===== src/rtl/u8u16_pkg.sv =====
// ----------------------------------------------------------------------------
// u8u16_pkg
// shared types, constants and the lead byte class function of the utf-8 to utf-16 unit
// ----------------------------------------------------------------------------
package u8u16_pkg;

  // sequence lengths as decoded from a lead byte
  localparam logic [2:0] LEN_ONE   = 3'd1;
  localparam logic [2:0] LEN_TWO   = 3'd2;
  localparam logic [2:0] LEN_THREE = 3'd3;
  localparam logic [2:0] LEN_FOUR  = 3'd4;

  // payload bits kept from lead and trail bytes
  localparam logic [7:0] LEAD2_MASK = 8'h1F;
  localparam logic [7:0] LEAD3_MASK = 8'h0F;
  localparam logic [7:0] LEAD4_MASK = 8'h07;
  localparam logic [7:0] TRAIL_MASK = 8'h3F;

  // surrogate arithmetic
  localparam logic [25:0] SUPP_BASE    = 26'h001_0000;
  localparam logic [15:0] HI_SURR_BASE = 16'hD800;
  localparam logic [15:0] LO_SURR_BASE = 16'hDC00;
  localparam logic [7:0]  LEAD4_FIRST  = 8'hF0;

  localparam logic [15:0] CAP_RESET = 16'hFFFF;

  localparam int unsigned QUEUE_DEPTH = 4;

  typedef struct packed {
    logic [15:0] code_unit;
    logic        unit_valid;
    logic        end_of_string;
    logic [15:0] units_written;
    logic        overflowed;
  } result_t;

  typedef struct packed {
    logic first;
    logic second;
  } push_t;

  // lead byte class
  function automatic logic [2:0] seq_len(input logic [7:0] b);
    logic [2:0] len;
    len = LEN_ONE;
    if (b >= 8'hC2 && b <= 8'hDF) len = LEN_TWO;
    else if (b >= 8'hE0 && b <= 8'hEF) len = LEN_THREE;
    else if (b >= 8'hF0 && b <= 8'hF4) len = LEN_FOUR;
    return len;
  endfunction

endpackage


===== src/rtl/utf8_to_utf16_transcoder_unit.sv =====
// ----------------------------------------------------------------------------
// utf8_to_utf16_transcoder_unit
// utf-8 byte stream in, utf-16 code units with per-string count out
// ----------------------------------------------------------------------------
// One byte is taken per cycle while in_stall is low. Each byte lands in an
// input register, is decoded in one pass against the open sequence state and
// leaves zero, one or two results in a four-entry output queue, whose entry
// registers make them visible. The output side gives one result per cycle
// while out_stall is low; a byte that closes a four-byte sequence leaves two
// results (a surrogate pair). While the queue has fewer than two free slots the
// input register keeps its byte, and the input stalls while it holds a kept byte.
// With the output never stalled the sustained rate is one byte per cycle for
// text without supplementary characters. out_capacity limits the units stored
// per string; it should only be written while no request is in flight.
module utf8_to_utf16_transcoder_unit import u8u16_pkg::*; (
  input  logic        clk,
  input  logic        rst,
  input  logic        cfg_write_en,
  input  logic [15:0] cfg_write_data,
  input  logic        in_valid,
  output logic        in_stall,
  input  logic [7:0]  in_byte,
  input  logic        end_of_input,
  output logic        out_valid,
  input  logic        out_stall,
  output logic [15:0] code_unit,
  output logic        unit_valid,
  output logic        end_of_string,
  output logic [15:0] units_written,
  output logic        overflowed
);

  push_t   push;
  result_t res0;
  result_t res1;
  result_t head;
  logic    room;

  // decode stage
  u8u16_decode u_decode (
    .clk            (clk),
    .rst            (rst),
    .cfg_write_en   (cfg_write_en),
    .cfg_write_data (cfg_write_data),
    .in_valid       (in_valid),
    .in_stall       (in_stall),
    .in_byte        (in_byte),
    .end_of_input   (end_of_input),
    .room           (room),
    .push           (push),
    .res0           (res0),
    .res1           (res1)
  );

  // result queue
  u8u16_out_queue u_queue (
    .clk       (clk),
    .rst       (rst),
    .push      (push),
    .res0      (res0),
    .res1      (res1),
    .room      (room),
    .out_valid (out_valid),
    .out_stall (out_stall),
    .head      (head)
  );

  assign code_unit     = head.code_unit;
  assign unit_valid    = head.unit_valid;
  assign end_of_string = head.end_of_string;
  assign units_written = head.units_written;
  assign overflowed    = head.overflowed;

endmodule


===== src/rtl/u8u16_decode.sv =====
// ----------------------------------------------------------------------------
// u8u16_decode
// input register, sequence state and the single pass that turns one byte
// into at most two results
// ----------------------------------------------------------------------------
module u8u16_decode import u8u16_pkg::*; (
  input  logic        clk,
  input  logic        rst,
  input  logic        cfg_write_en,
  input  logic [15:0] cfg_write_data,
  input  logic        in_valid,
  output logic        in_stall,
  input  logic [7:0]  in_byte,
  input  logic        end_of_input,
  input  logic        room,
  output push_t       push,
  output result_t     res0,
  output result_t     res1
);

  logic        item_valid;
  logic [7:0]  item_byte;
  logic        item_last;
  logic [15:0] out_capacity;
  logic [7:0]  pending_lead;
  logic [1:0]  bytes_remaining;
  logic [20:0] value_accumulator;
  logic [15:0] unit_counter;
  logic        overflow_flag;

  logic [7:0]  pending_lead_next;
  logic [1:0]  bytes_remaining_next;
  logic [20:0] value_accumulator_next;
  logic [15:0] unit_counter_next;
  logic        overflow_flag_next;

  logic        process;
  logic        accept;
  logic [2:0]  len;
  logic [1:0]  rem_dec;
  logic [20:0] acc_shift;
  logic [25:0] supp_off;
  logic [15:0] hi_unit;
  logic [15:0] lo_unit;
  logic [15:0] unit_a;
  logic [15:0] unit_b;
  logic        cand_a;
  logic        cand_b;
  logic        ok_a;
  logic        ok_b;
  logic [15:0] cnt1;
  logic [15:0] cnt2;
  logic        ovf1;
  logic        ovf2;
  logic        only_one;

  // handshake of the input register
  assign process  = item_valid && room;
  assign in_stall = item_valid && !room;
  assign accept   = in_valid && !in_stall;

  always_ff @(posedge clk) begin
    if (rst) begin
      item_valid <= 1'b0;
    end else if (accept) begin
      item_valid <= 1'b1;
    end else if (process) begin
      item_valid <= 1'b0;
    end
  end

  always_ff @(posedge clk) begin
    if (accept) begin
      item_byte <= in_byte;
      item_last <= end_of_input;
    end
  end

  // capacity register
  always_ff @(posedge clk) begin
    if (rst) begin
      out_capacity <= CAP_RESET;
    end else if (cfg_write_en) begin
      out_capacity <= cfg_write_data;
    end
  end

  // candidate units of this byte
  assign len       = seq_len(item_byte);
  assign rem_dec   = bytes_remaining - 2'd1;
  assign acc_shift = {value_accumulator[14:0], item_byte[5:0]};
  assign supp_off  = {5'd0, acc_shift} - SUPP_BASE;
  assign hi_unit   = supp_off[25:10] + HI_SURR_BASE;
  assign lo_unit   = {6'd0, acc_shift[9:0]} + LO_SURR_BASE;

  always_comb begin
    cand_a = 1'b0;
    cand_b = 1'b0;
    unit_a = {8'd0, item_byte};
    unit_b = lo_unit;
    if (bytes_remaining == 2'd0) begin
      cand_a = (len == LEN_ONE) || item_last;
    end else if (rem_dec == 2'd0) begin
      cand_a = 1'b1;
      if (pending_lead >= LEAD4_FIRST) begin
        unit_a = hi_unit;
        cand_b = 1'b1;
      end else begin
        unit_a = acc_shift[15:0];
      end
    end else if (item_last) begin
      cand_a = 1'b1;
      unit_a = {8'd0, pending_lead};
    end
  end

  // capacity check, one unit after the other
  assign ok_a = cand_a && (unit_counter < out_capacity);
  assign cnt1 = ok_a ? unit_counter + 16'd1 : unit_counter;
  assign ovf1 = overflow_flag || (cand_a && !ok_a);
  assign ok_b = cand_b && (cnt1 < out_capacity);
  assign cnt2 = ok_b ? cnt1 + 16'd1 : cnt1;
  assign ovf2 = ovf1 || (cand_b && !ok_b);

  // results as they enter the queue
  assign only_one = ok_a && !ok_b;

  always_comb begin
    push.first  = process && (ok_a || item_last);
    push.second = process && ok_b;
    if (ok_a) begin
      res0.code_unit     = unit_a;
      res0.unit_valid    = 1'b1;
      res0.end_of_string = item_last && only_one;
      res0.units_written = cnt1;
      res0.overflowed    = (item_last && only_one) ? ovf2 : overflow_flag;
    end else begin
      res0.code_unit     = 16'd0;
      res0.unit_valid    = 1'b0;
      res0.end_of_string = 1'b1;
      res0.units_written = cnt2;
      res0.overflowed    = ovf2;
    end
    res1.code_unit     = unit_b;
    res1.unit_valid    = 1'b1;
    res1.end_of_string = item_last;
    res1.units_written = cnt2;
    res1.overflowed    = item_last ? ovf2 : ovf1;
  end

  // next sequence state
  always_comb begin
    pending_lead_next      = pending_lead;
    bytes_remaining_next   = bytes_remaining;
    value_accumulator_next = value_accumulator;
    unit_counter_next      = cnt2;
    overflow_flag_next     = ovf2;
    if (item_last) begin
      pending_lead_next      = 8'd0;
      bytes_remaining_next   = 2'd0;
      value_accumulator_next = 21'd0;
      unit_counter_next      = 16'd0;
      overflow_flag_next     = 1'b0;
    end else if (bytes_remaining == 2'd0) begin
      if (len != LEN_ONE) begin
        pending_lead_next    = item_byte;
        bytes_remaining_next = 2'(len - 3'd1);
        case (len)
          LEN_TWO:   value_accumulator_next = {13'd0, item_byte & LEAD2_MASK};
          LEN_THREE: value_accumulator_next = {13'd0, item_byte & LEAD3_MASK};
          default:   value_accumulator_next = {13'd0, item_byte & LEAD4_MASK};
        endcase
      end
    end else begin
      bytes_remaining_next = rem_dec;
      if (rem_dec == 2'd0) begin
        value_accumulator_next = 21'd0;
        pending_lead_next      = 8'd0;
      end else begin
        value_accumulator_next = acc_shift;
      end
    end
  end

  always_ff @(posedge clk) begin
    if (rst) begin
      pending_lead      <= 8'd0;
      bytes_remaining   <= 2'd0;
      value_accumulator <= 21'd0;
      unit_counter      <= 16'd0;
      overflow_flag     <= 1'b0;
    end else if (process) begin
      pending_lead      <= pending_lead_next;
      bytes_remaining   <= bytes_remaining_next;
      value_accumulator <= value_accumulator_next;
      unit_counter      <= unit_counter_next;
      overflow_flag     <= overflow_flag_next;
    end
  end

endmodule


===== src/rtl/u8u16_out_queue.sv =====
// ----------------------------------------------------------------------------
// u8u16_out_queue
// four-entry result queue, takes up to two results a cycle, gives one while out_stall is low
// ----------------------------------------------------------------------------
module u8u16_out_queue import u8u16_pkg::*; (
  input  logic    clk,
  input  logic    rst,
  input  push_t   push,
  input  result_t res0,
  input  result_t res1,
  output logic    room,
  output logic    out_valid,
  input  logic    out_stall,
  output result_t head
);

  localparam int unsigned PTR_W = $clog2(QUEUE_DEPTH);
  localparam int unsigned CNT_W = $clog2(QUEUE_DEPTH + 1);

  result_t            entries [QUEUE_DEPTH];
  logic [PTR_W-1:0]   wr_ptr;
  logic [PTR_W-1:0]   rd_ptr;
  logic [CNT_W-1:0]   count;
  logic [CNT_W-1:0]   count_next;
  logic [PTR_W-1:0]   wr_ptr_next;
  logic               pop;
  logic [1:0]         push_count;

  assign out_valid  = (count != '0);
  assign pop        = out_valid && !out_stall;
  assign room       = (count <= CNT_W'(QUEUE_DEPTH - 2));
  assign head       = entries[rd_ptr];
  assign push_count = {1'b0, push.first} + {1'b0, push.second};

  // occupancy
  always_comb begin
    count_next  = count + CNT_W'(push_count) - CNT_W'(pop);
    wr_ptr_next = wr_ptr + PTR_W'(push_count);
  end

  always_ff @(posedge clk) begin
    if (rst) begin
      wr_ptr <= '0;
      rd_ptr <= '0;
      count  <= '0;
    end else begin
      wr_ptr <= wr_ptr_next;
      count  <= count_next;
      if (pop) begin
        rd_ptr <= rd_ptr + PTR_W'(1);
      end
    end
  end

  // storage
  always_ff @(posedge clk) begin
    if (push.first) begin
      entries[wr_ptr] <= res0;
    end
    if (push.second) begin
      entries[wr_ptr + PTR_W'(1)] <= res1;
    end
  end

endmodule


===== config.mk =====
export PLATFORM = sky130hd
export DESIGN_NAME = utf8_to_utf16_transcoder_unit
export DESIGN_NICKNAME = d
export VERILOG_FILES = /design/src/rtl/u8u16_pkg.sv /design/src/rtl/utf8_to_utf16_transcoder_unit.sv /design/src/rtl/u8u16_decode.sv /design/src/rtl/u8u16_out_queue.sv
export SDC_FILE = /design/constraint.sdc
export NUM_CORES = 1
export LEC_CHECK = 0
export BUFFER_PORTS_ARGS = -buffer_cell sky130_fd_sc_hd__buf_4
export CORE_MARGIN = 4
export CORE_UTILIZATION = 25
export CTS_BUF_LIST = sky130_fd_sc_hd__clkbuf_4 sky130_fd_sc_hd__clkbuf_8 sky130_fd_sc_hd__clkbuf_16
export CTS_CLUSTER_DIAMETER = 80
export DETAILED_ROUTE_END_ITERATION = 6
export PLACE_DENSITY_LB_ADDON = 0.2
export SLEW_MARGIN = 40
export SYNTH_ARGS = -nofsm -noshare
export SYNTH_HDL_FRONTEND = slang
export SYNTH_HIERARCHICAL = 1
export SYNTH_SLANG_ARGS = --single-unit

===== constraint.sdc =====
create_clock -name clk -period 10.75 [get_ports clk]
set_input_delay 1.6125 -clock clk [delete_from_list [all_inputs] [get_ports clk]]
set_output_delay 1.6125 -clock clk [all_outputs]
set_load 0.05 [all_outputs]

=== After elaboration in Yosys (flattened, before gate mapping) ===
Memories as Yosys holds them, arrays and structs flattened. A register that Yosys moved wholly into a read port is not among the register bits.
Cells that the tools add are included.
Widths: inputs -> output; s select.

* Bits in registers: 75
* Memory bits (writable): 140
* Input port bits: 30
* Output and inout port bits: 37
* Logic and storage cells: 112
* Memories kept: 1

* $add $sub $neg: 13
* $lt $le $gt $ge: 10
* Equality and inequality tests: 5
* Mux-type cells: 40
* Reductions and logical operators: 31

{| class="wikitable"
|+ Memories
! memory !! depth !! width !! rd ports !! clocked after Yosys merged registers in !! write ports !! RTL line !! source
|-
| u_queue.entries || 4 || 35 || 1 || 1 || 2 || u8u16_out_queue.sv:20 || <nowiki>result_t entries [QUEUE_DEPTH];</nowiki>
|}

{| class="wikitable"
|+ Operator list
! operator !! number
|-
| $mux 16 || 6
|-
| $mux 15 || 4
|-
| $mux 8 || 5
|-
| $mux 35 || 1
|-
| $add 16x1->16 const B || 2
|-
| $ge 8x8->1 const B || 4
|-
| $lt 16x16->1 || 2
|-
| $le 8x8->1 const B || 3
|-
| $sub 21x17->22 const B || 1
|-
| $add 11x15->16 const B || 1
|-
| $add 16x16->16 const B || 1
|-
| $logic_and 1x1->1 || 15
|-
| $mux 1 || 15
|-
| $mux 2 || 5
|-
| $pmux 5 s2 || 1
|-
| $mux 3 || 3
|-
| $eq 3x2->1 const B || 2
|-
| $reduce_bool 3->1 || 2
|-
| $logic_not 1->1 || 5
|-
| $add 2x1->2 const B || 2
|-
| $logic_not 2->1 || 2
|-
| $logic_or 1x1->1 || 4
|-
| $sub 2x1->2 const B || 2
|-
| $add 3x2->3 || 1
|-
| other kinds (10) || 10
|}

=== Logic depth before layout (Yosys ltp) ===
Gate-level depths: netlist of the first run.

* Word-level depth: 17
* Gate-level depth with buffers: 32
* Mapped depth without buffers: 30

=== Hierarchy ===
The synthesis of the first run kept the hierarchy.

{| class="wikitable"
|+ By module, submodules not included
! module !! times used !! cells an instance !! area each (µm²) !! seq. area each (µm²)
|-
| u8u16_out_queue || 1 || 393 || 7241.9 || 4384.2
|-
| u8u16_decode || 1 || 638 || 5109.9 || 1451.4
|}

=== Worst setup path before layout of the first run ===
No wires, ideal clock.

* Path kind: register to register
* Start: register u_decode.item_byte[4]
* End: memory u_queue/entries[3][0] (netlist name), enable pin
* Library setup time: 0.431 ns
* Data arrival time: 6.302 ns
* Data required time: 10.319 ns
* Path slack: 4.018 ns
* Stages on the path, launching flop included: 23
* Buffers on the path: 2
* Period minus slack after synthesis: 6.732 ns
* Cells stage by stage: edfxtp_1 or4_1 o21a_1 inv_1 ha_1 o31ai_1 a21oi_1 nand3_1 buf_4 nor3_1 and3_1 xnor2_1 inv_1 ha_1 a211oi_1 o211ai_1 a21oi_1 nand3_1 or2_2 clkbuf_1 nor2_1 mux2i_1 nor2b_1

{| class="wikitable"
|+ RTL lines
! element !! RTL line !! source
|-
| start, declared || u8u16_decode.sv:22 || <nowiki>logic [7:0] item_byte;</nowiki>
|-
| start signal, assigned || u8u16_decode.sv:74 || <nowiki>item_byte <= in_byte;</nowiki>
|-
| end, declared || u8u16_out_queue.sv:20 ||
|}

==> results of run 1 <==
## metrics by stage
step / util (%) / std cells
final: 29.0 / 1745
after global routing: 29.0 / 1745
after CTS: 28.9 / 1745
after detailed placement: 27.4 / 1701
after global placement: 27.3 / 1700
after floorplan: - / 1036
## cell families after synthesis
kind of cell / Yosys count
flops: 217
simple gates: 270
xor+xnor: 46
other cells: 2
fa+ha+maj: 42
compound gates: 153
mux: 182
buf+inv: 119
## worst max-delay path: cells and delay by family (launching register included)
| family | cells | cell delay, ns |
|---|---|---|
| xor+xnor | 3 | 0.54 |
| flops | 1 | 0.54 |
| buf+inv | 6 | 0.61 |
| fa+ha+maj | 6 | 1.39 |
| compound gates | 6 | 1.45 |
| simple gates | 8 | 2.41 |
## cells in the final DEF, fill, tap and decap left out, types with 4 or more instances in the layout
cell       netlist  final
edfxtp_1       149    149
o21a_1           6      6
clkinv_2         0      4
xor2_1          14     14
clkbuf_16        0     25
nor2b_1          6      4
nor3_1          15     14
conb_1           2      7
nor2_1          70     67
nand4_1         13     13
nand3_1         31     31
mux2i_1          5      5
dfxtp_1         68     66
mux4_2          35     35
mux2_2         140    140
clkbuf_4         0      7
o22ai_1          4      4
a31oi_1          5      5
and2_1           6      6
ha_1            41     41
a211oi_1        13     13
a21oi_1         37     37
o211ai_1        19     19
o21ai_0         13     12
buf_4           25     77
inv_1           39     39
clkinv_1         0      5
or3_1            5      5
or4_1            4      4
a22o_1          10     10
xnor2_1         30     30
o31ai_1          6      6
a22oi_1         10     10
nand2_1         80     80
nor4_1           7      6
## where the power goes
| part | internal [mW] | leakage [nW] | switching, mW |
|---|---|---|---|
| combinational | 0.196 | 2.95 | 0.359 |
| sequential | 0.944 | 1.87 | 0.0283 |
| clock | 0.468 | 0.387 | 0.339 |
## path summary, 6_finish.rpt
path                                                      from                        endpoint  slack (ns)  cells after the start
worst max-delay path                     u_decode/item_byte[4]                u_queue/count[2]        3.68                     29
worst min-delay path            u_decode/value_accumulator[11]  u_decode/value_accumulator[11]        0.48                      2
worst max register to register           u_decode/item_byte[4]                u_queue/count[2]        3.68                     29
worst min register to register  u_decode/value_accumulator[11]  u_decode/value_accumulator[11]        0.48                      2
## sequential cells by signal (all words and copies together) (netlist names), named ones only
name                        flops
u_queue/count                   3
u_decode/item_last              1
u_queue/wr_ptr                  2
u_decode/out_capacity          16
u_decode/item_valid             1
u_decode/value_accumulator     15
u_decode/item_byte              8
u_decode/bytes_remaining        2
u_queue/entries               140
u_queue/rd_ptr                  2
u_decode/unit_counter          16
u_decode/overflow_flag          1
u_decode/pending_lead           8
## layout make-up
cell class | count | area share (%)
Multi-Input combinational cell | 700 | 42.1
Sequential cell | 217 | 41.3
Tap cell | 664 | 5.87
Clock buffer | 32 | 4.79
Timing Repair Buffer | 79 | 4.25
Inverter | 41 | 1.09
Clock inverter | 12 | 0.610
## metal layers
| metal | GRT usage [%] | share of wire [%] | vias to the layer above |
|---|---|---|---|
| li1 | - | - | 3935 |
| met3 | 1.82 | 4.5 | 36 |
| met5 | 0 | 0 | - |
| met4 | 3.08 | 2.0 | 0 |
| met1 | 19.3 | 51 | 3942 |
| met2 | 18.8 | 43 | 154 |
==> impl_metrics.tcl, run 1 <==
set metrics [dict create \
    rsz0062_at_grt "no" \
    synth_common_cells "edfxtp_1 (149), mux2_2 (140), nand2_1 (80)" \
    status "complete, no violations" \
    finClkSkew_ns 0.0124 \
    syn_area_um2 12400 \
    drt_iter0_drc 543 \
    fmax_mhz 141 \
    start_util_pct 25.3 \
    numPortBuffers 66 \
    via_per_inst 4.62 \
    crit_path_top_delay_cell "or4_1" \
    path_clk_slew_ns 0.06 \
    clock_path_buffers 3 \
    area_growth_pct 14.5 \
    wirelength_um 34200 \
    pin_count 67 \
    detailedPlace.worstSlack_ns 3.75 \
    hold_viol_final 0 \
    hp-class "flip-flop to flip-flop" \
    die_w_um 230 \
    slew_viol_final 0 \
    setup_ws_ns 3.68 \
    die_area_um2 53000 \
    num_rows 81 \
    multiInputGateArea_um2 5960 \
    synth_top_family_by_area "multiplexers" \
    die_y_um 230 \
    synth_top_area_share_pct 36.2 \
    tns_ns 0 \
    drtPass1Iterations 5 \
    arrival_ns 7.47 \
    grt_pass1_vias 8092 \
    holdWs_ns 0.478 \
    synthArstFlopShare_pct 0 \
    place_hpwl_um 23200 \
    syn_avg_cell_area_um2 12.0 \
    synth.most_common_cell "edfxtp_1" \
    synth.distinct_cells 87 \
    seq_area_um2 5840 \
    htree_levels 1 \
    endpoint_kind "flip-flop" \
    num-nets-final 1136 \
    crit_fanout 29 \
    ys_ff_latch 217 \
    globalRouteTotalUtil_pct 12.7 \
    syn_inst 1031 \
    synth-edff-count 149 \
    avgRoutedWirePerCell_um 19.6 \
    slowest_delay_ns 0.59 \
    period_minus_slack_ns 7.07 \
    ys_seq_area_share_pct 47.2 \
    synthMuxAreaShare_pct 19.7 \
    relSlewSlack_pct 44.7 \
    synth_simple_gate_area_share_pct 11.2 \
    setup_viol 0 \
    vias 8067 \
    timing.final.crit_share_pct 65.8 \
    peakVddDrop_mv 0.0952 \
    synth_compound_area_share_pct 8.83 \
    tritoncts "yes" \
    overflow 0 \
    design_power_total_mw 2.33 \
    startpoint_type "flip-flop" \
    cts.sinks 217 \
    synthXorXnorAreaFrac_pct 3.47 \
    drtAntennaViolNets 0 \
    stdcell_area_um2 14100 \
    post_cts_buffers 0 \
    n_antenna_cell 0 \
    maxCapViolations 0 \
    dpl-instance-area_um2 13400 \
    fillers 5091 \
    p_per_area_nw_per_um2 165 \
    yosysTopAreaCell "edfxtp_1" \
    hold_buffers 0 \
    cts_root_buf "clkbuf_16" \
    grt_antenna_before_repair 0 \
    drc_errors 0 \
    p_leak_nw 5.21 \
    gp_congestion 0.835 \
    cts.repair.resized 0 \
    yosys_warnings 6 \
    crit_type "flip-flop to flip-flop" \
    synthTopCellsByArea "edfxtp_1 (36%), mux2_2 (13%), dfxtp_1 (11%), mux4_2 (6.4%), ha_1 (4.2%)" \
    yosys.area_share.adder_pct 4.32 \
    core_area_um2 48800 \
    grt_max_degree 40 \
    tightest_slew_ns 0.829 \
    cts_buffers 25 \
    grt_pass1_wl_um 52300 \
    required_ns 11.15 \
    clk_latency_ns 0.53 \
    synth_flop_cell "edfxtp_1" \
    drive_above_1_share_pct 31.1 \
]
(Power assumes the default switching activity.)
==> run 2, diff against run 1 <==
==> constraint.sdc (replaced) <==
create_clock -name clk -period 7.4 [get_ports clk]
set_input_delay 1.11 -clock clk [delete_from_list [all_inputs] [get_ports clk]]
set_output_delay 1.11 -clock clk [all_outputs]
set_load 0.05 [all_outputs]
==> run 2 against run 1 <==
- clock skew decreased by 0.0012 ns
- largest cell class unchanged
- routed wire length grew 2.4%
- non-clock buffer count is 11 higher
- via count rose by 2.5%
- total power is 52% higher
- clock power up 64%
- sequential share of layout area shrank 0.59 points
- critical path depth is 1 lower
- utilization is 0.42 points higher
- combinational power up 47%
==> impl_metrics.tcl, run 2 (synthesized netlist as in run 1, its figures left out) <==
set metrics [dict create \
    fin_util_pct 29.4 \
    tritoncts "yes" \
    finClkSkew_ns 0.0111 \
    grt_pass1_vias 8338 \
    hp-class "flip-flop to flip-flop" \
    crit_type "flip-flop to flip-flop" \
    grt_pass1_wl_um 53500 \
    avgRoutedWirePerCell_um 19.9 \
    clk_latency_ns 0.52 \
    tightest_slew_ns 0.796 \
    slowest_delay_ns 0.59 \
    cts_buffers 25 \
    grt_max_degree 40 \
    mostFrequentLayoutCells "edfxtp_1 (149), mux2_2 (140), buf_4 (88)" \
    cts.repair.resized 0 \
    crit_fanout 10 \
    largest_reg_flops 140 \
    tns_ns 0 \
    period_minus_slack_ns 6.73 \
    maxCapViolations 0 \
    slew_viol_final 0 \
    overflow 0 \
    top_regs "u_queue/entries (140), u_decode/out_capacity (16), u_decode/unit_counter (16)" \
    n_antenna_cell 0 \
    startpoint_type "flip-flop" \
    drc_errors 0 \
    grt_antenna_before_repair 0 \
    hold_buffers 0 \
    final_common_cell "edfxtp_1" \
    endpoint_kind "flip-flop" \
    post_cts_buffers 0 \
    die_w_um 230 \
    htree_levels 1 \
    die_y_um 230 \
    timing.final.crit_share_pct 91.0 \
    rsz0062_at_grt "no" \
    via_per_inst 4.70 \
    vias 8266 \
    place_hpwl_um 23900 \
    peakVddDrop_mv 0.118 \
    area_growth_pct 16.2 \
    drive_above_1_share_pct 32.0 \
    fmax_mhz 148 \
    core_area_um2 48800 \
    hold_viol_final 0 \
    cts.sinks 217 \
    path_delay_family "simple AND/OR/NAND/NOR gates" \
    globalRouteTotalUtil_pct 13.0 \
    p_leak_nw 5.31 \
    required_ns 7.80 \
    cts_root_buf "clkbuf_16" \
    pin_count 67 \
    gp_congestion 0.848 \
    num_rows 81 \
    drtAntennaViolNets 0 \
    relSlewSlack_pct 46.9 \
    start_util_pct 25.3 \
    drtPass1Iterations 5 \
    max_flop_register "u_queue/entries" \
    die_area_um2 53000 \
    numPortBuffers 66 \
    status "complete, no violations" \
    arrival_ns 7.13 \
    clock_path_buffers 3 \
    setup_viol 0 \
    crit_buf_inv 5 \
    p_per_area_nw_per_um2 247 \
    drt_iter0_drc 576 \
    path_clk_slew_ns 0.06 \
    crit_path_top_delay_cell "or4_1" \
    num-nets-final 1147 \
    wirelength_um 35000 \
]
[run 2: changes by cell type in the layout (fill, tap and decap cells not counted), sizes merged]
cell and delta:
clkinv -2, inv -1, clkinvlp +1, bufinv +3, buf +11
[run 2: routing by layer]
layer	track usage (%)	vias up	share of wire, %
met3	1.46	32	3.7
li1	-	3941	-
met1	19.5	4116	51
met2	19.8	177	43
met4	3.25	0	1.8
met5	0	-	0
[run 2: cell type report]
class                      instances  area (um2)
clock buffer                      32         703
clock inverter                    13         171
fill                            5029       34500
inverter                          41         154
multi-input combinational        700        5960
sequential                       217        5840
tap                              664         831
timing repair buffer              90         687
[run 2: power breakdown]
group / switching [mW] / leakage, nW / internal [mW]
clock: 0.506 / 0.432 / 0.809
combinational: 0.527 / 3.01 / 0.289
sequential: 0.0371 / 1.87 / 1.37
total: 1.07 / 5.31 / 2.47
[run 2: worst paths after layout]
kind,from,depth (start not counted),slack [ns],to
max,u_decode/item_byte[4],28,0.67,u_queue/count[2]
min reg2reg,u_decode/value_accumulator[11],2,0.48,u_decode/value_accumulator[11]
min,u_decode/value_accumulator[11],2,0.48,u_decode/value_accumulator[11]
max reg2reg,u_decode/item_byte[4],28,0.67,u_queue/count[2]
[run 2: per-stage QoR]
stage               total power [mW]  hold slack (ns)  instance area (um2)  std cells  setup WS [ns]
global route                    3.70            0.497                14300       1757         0.0841
floorplan                       2.02            0.445                12400       1036          0.668
detailed placement              2.26            0.471                13500       1712          0.690
CTS                             3.60            0.479                14300       1757          0.654
finish                          3.54            0.476                14300       1757          0.665
global placement                2.26            0.465                13400       1711          0.748
[run 2: tightest hold or removal path: cells and delay by family (launching register included)]
kind | cells | cell delay [ns]
simple gates | 1 | 0.06
flops | 1 | 0.32
compound gates | 1 | 0.05
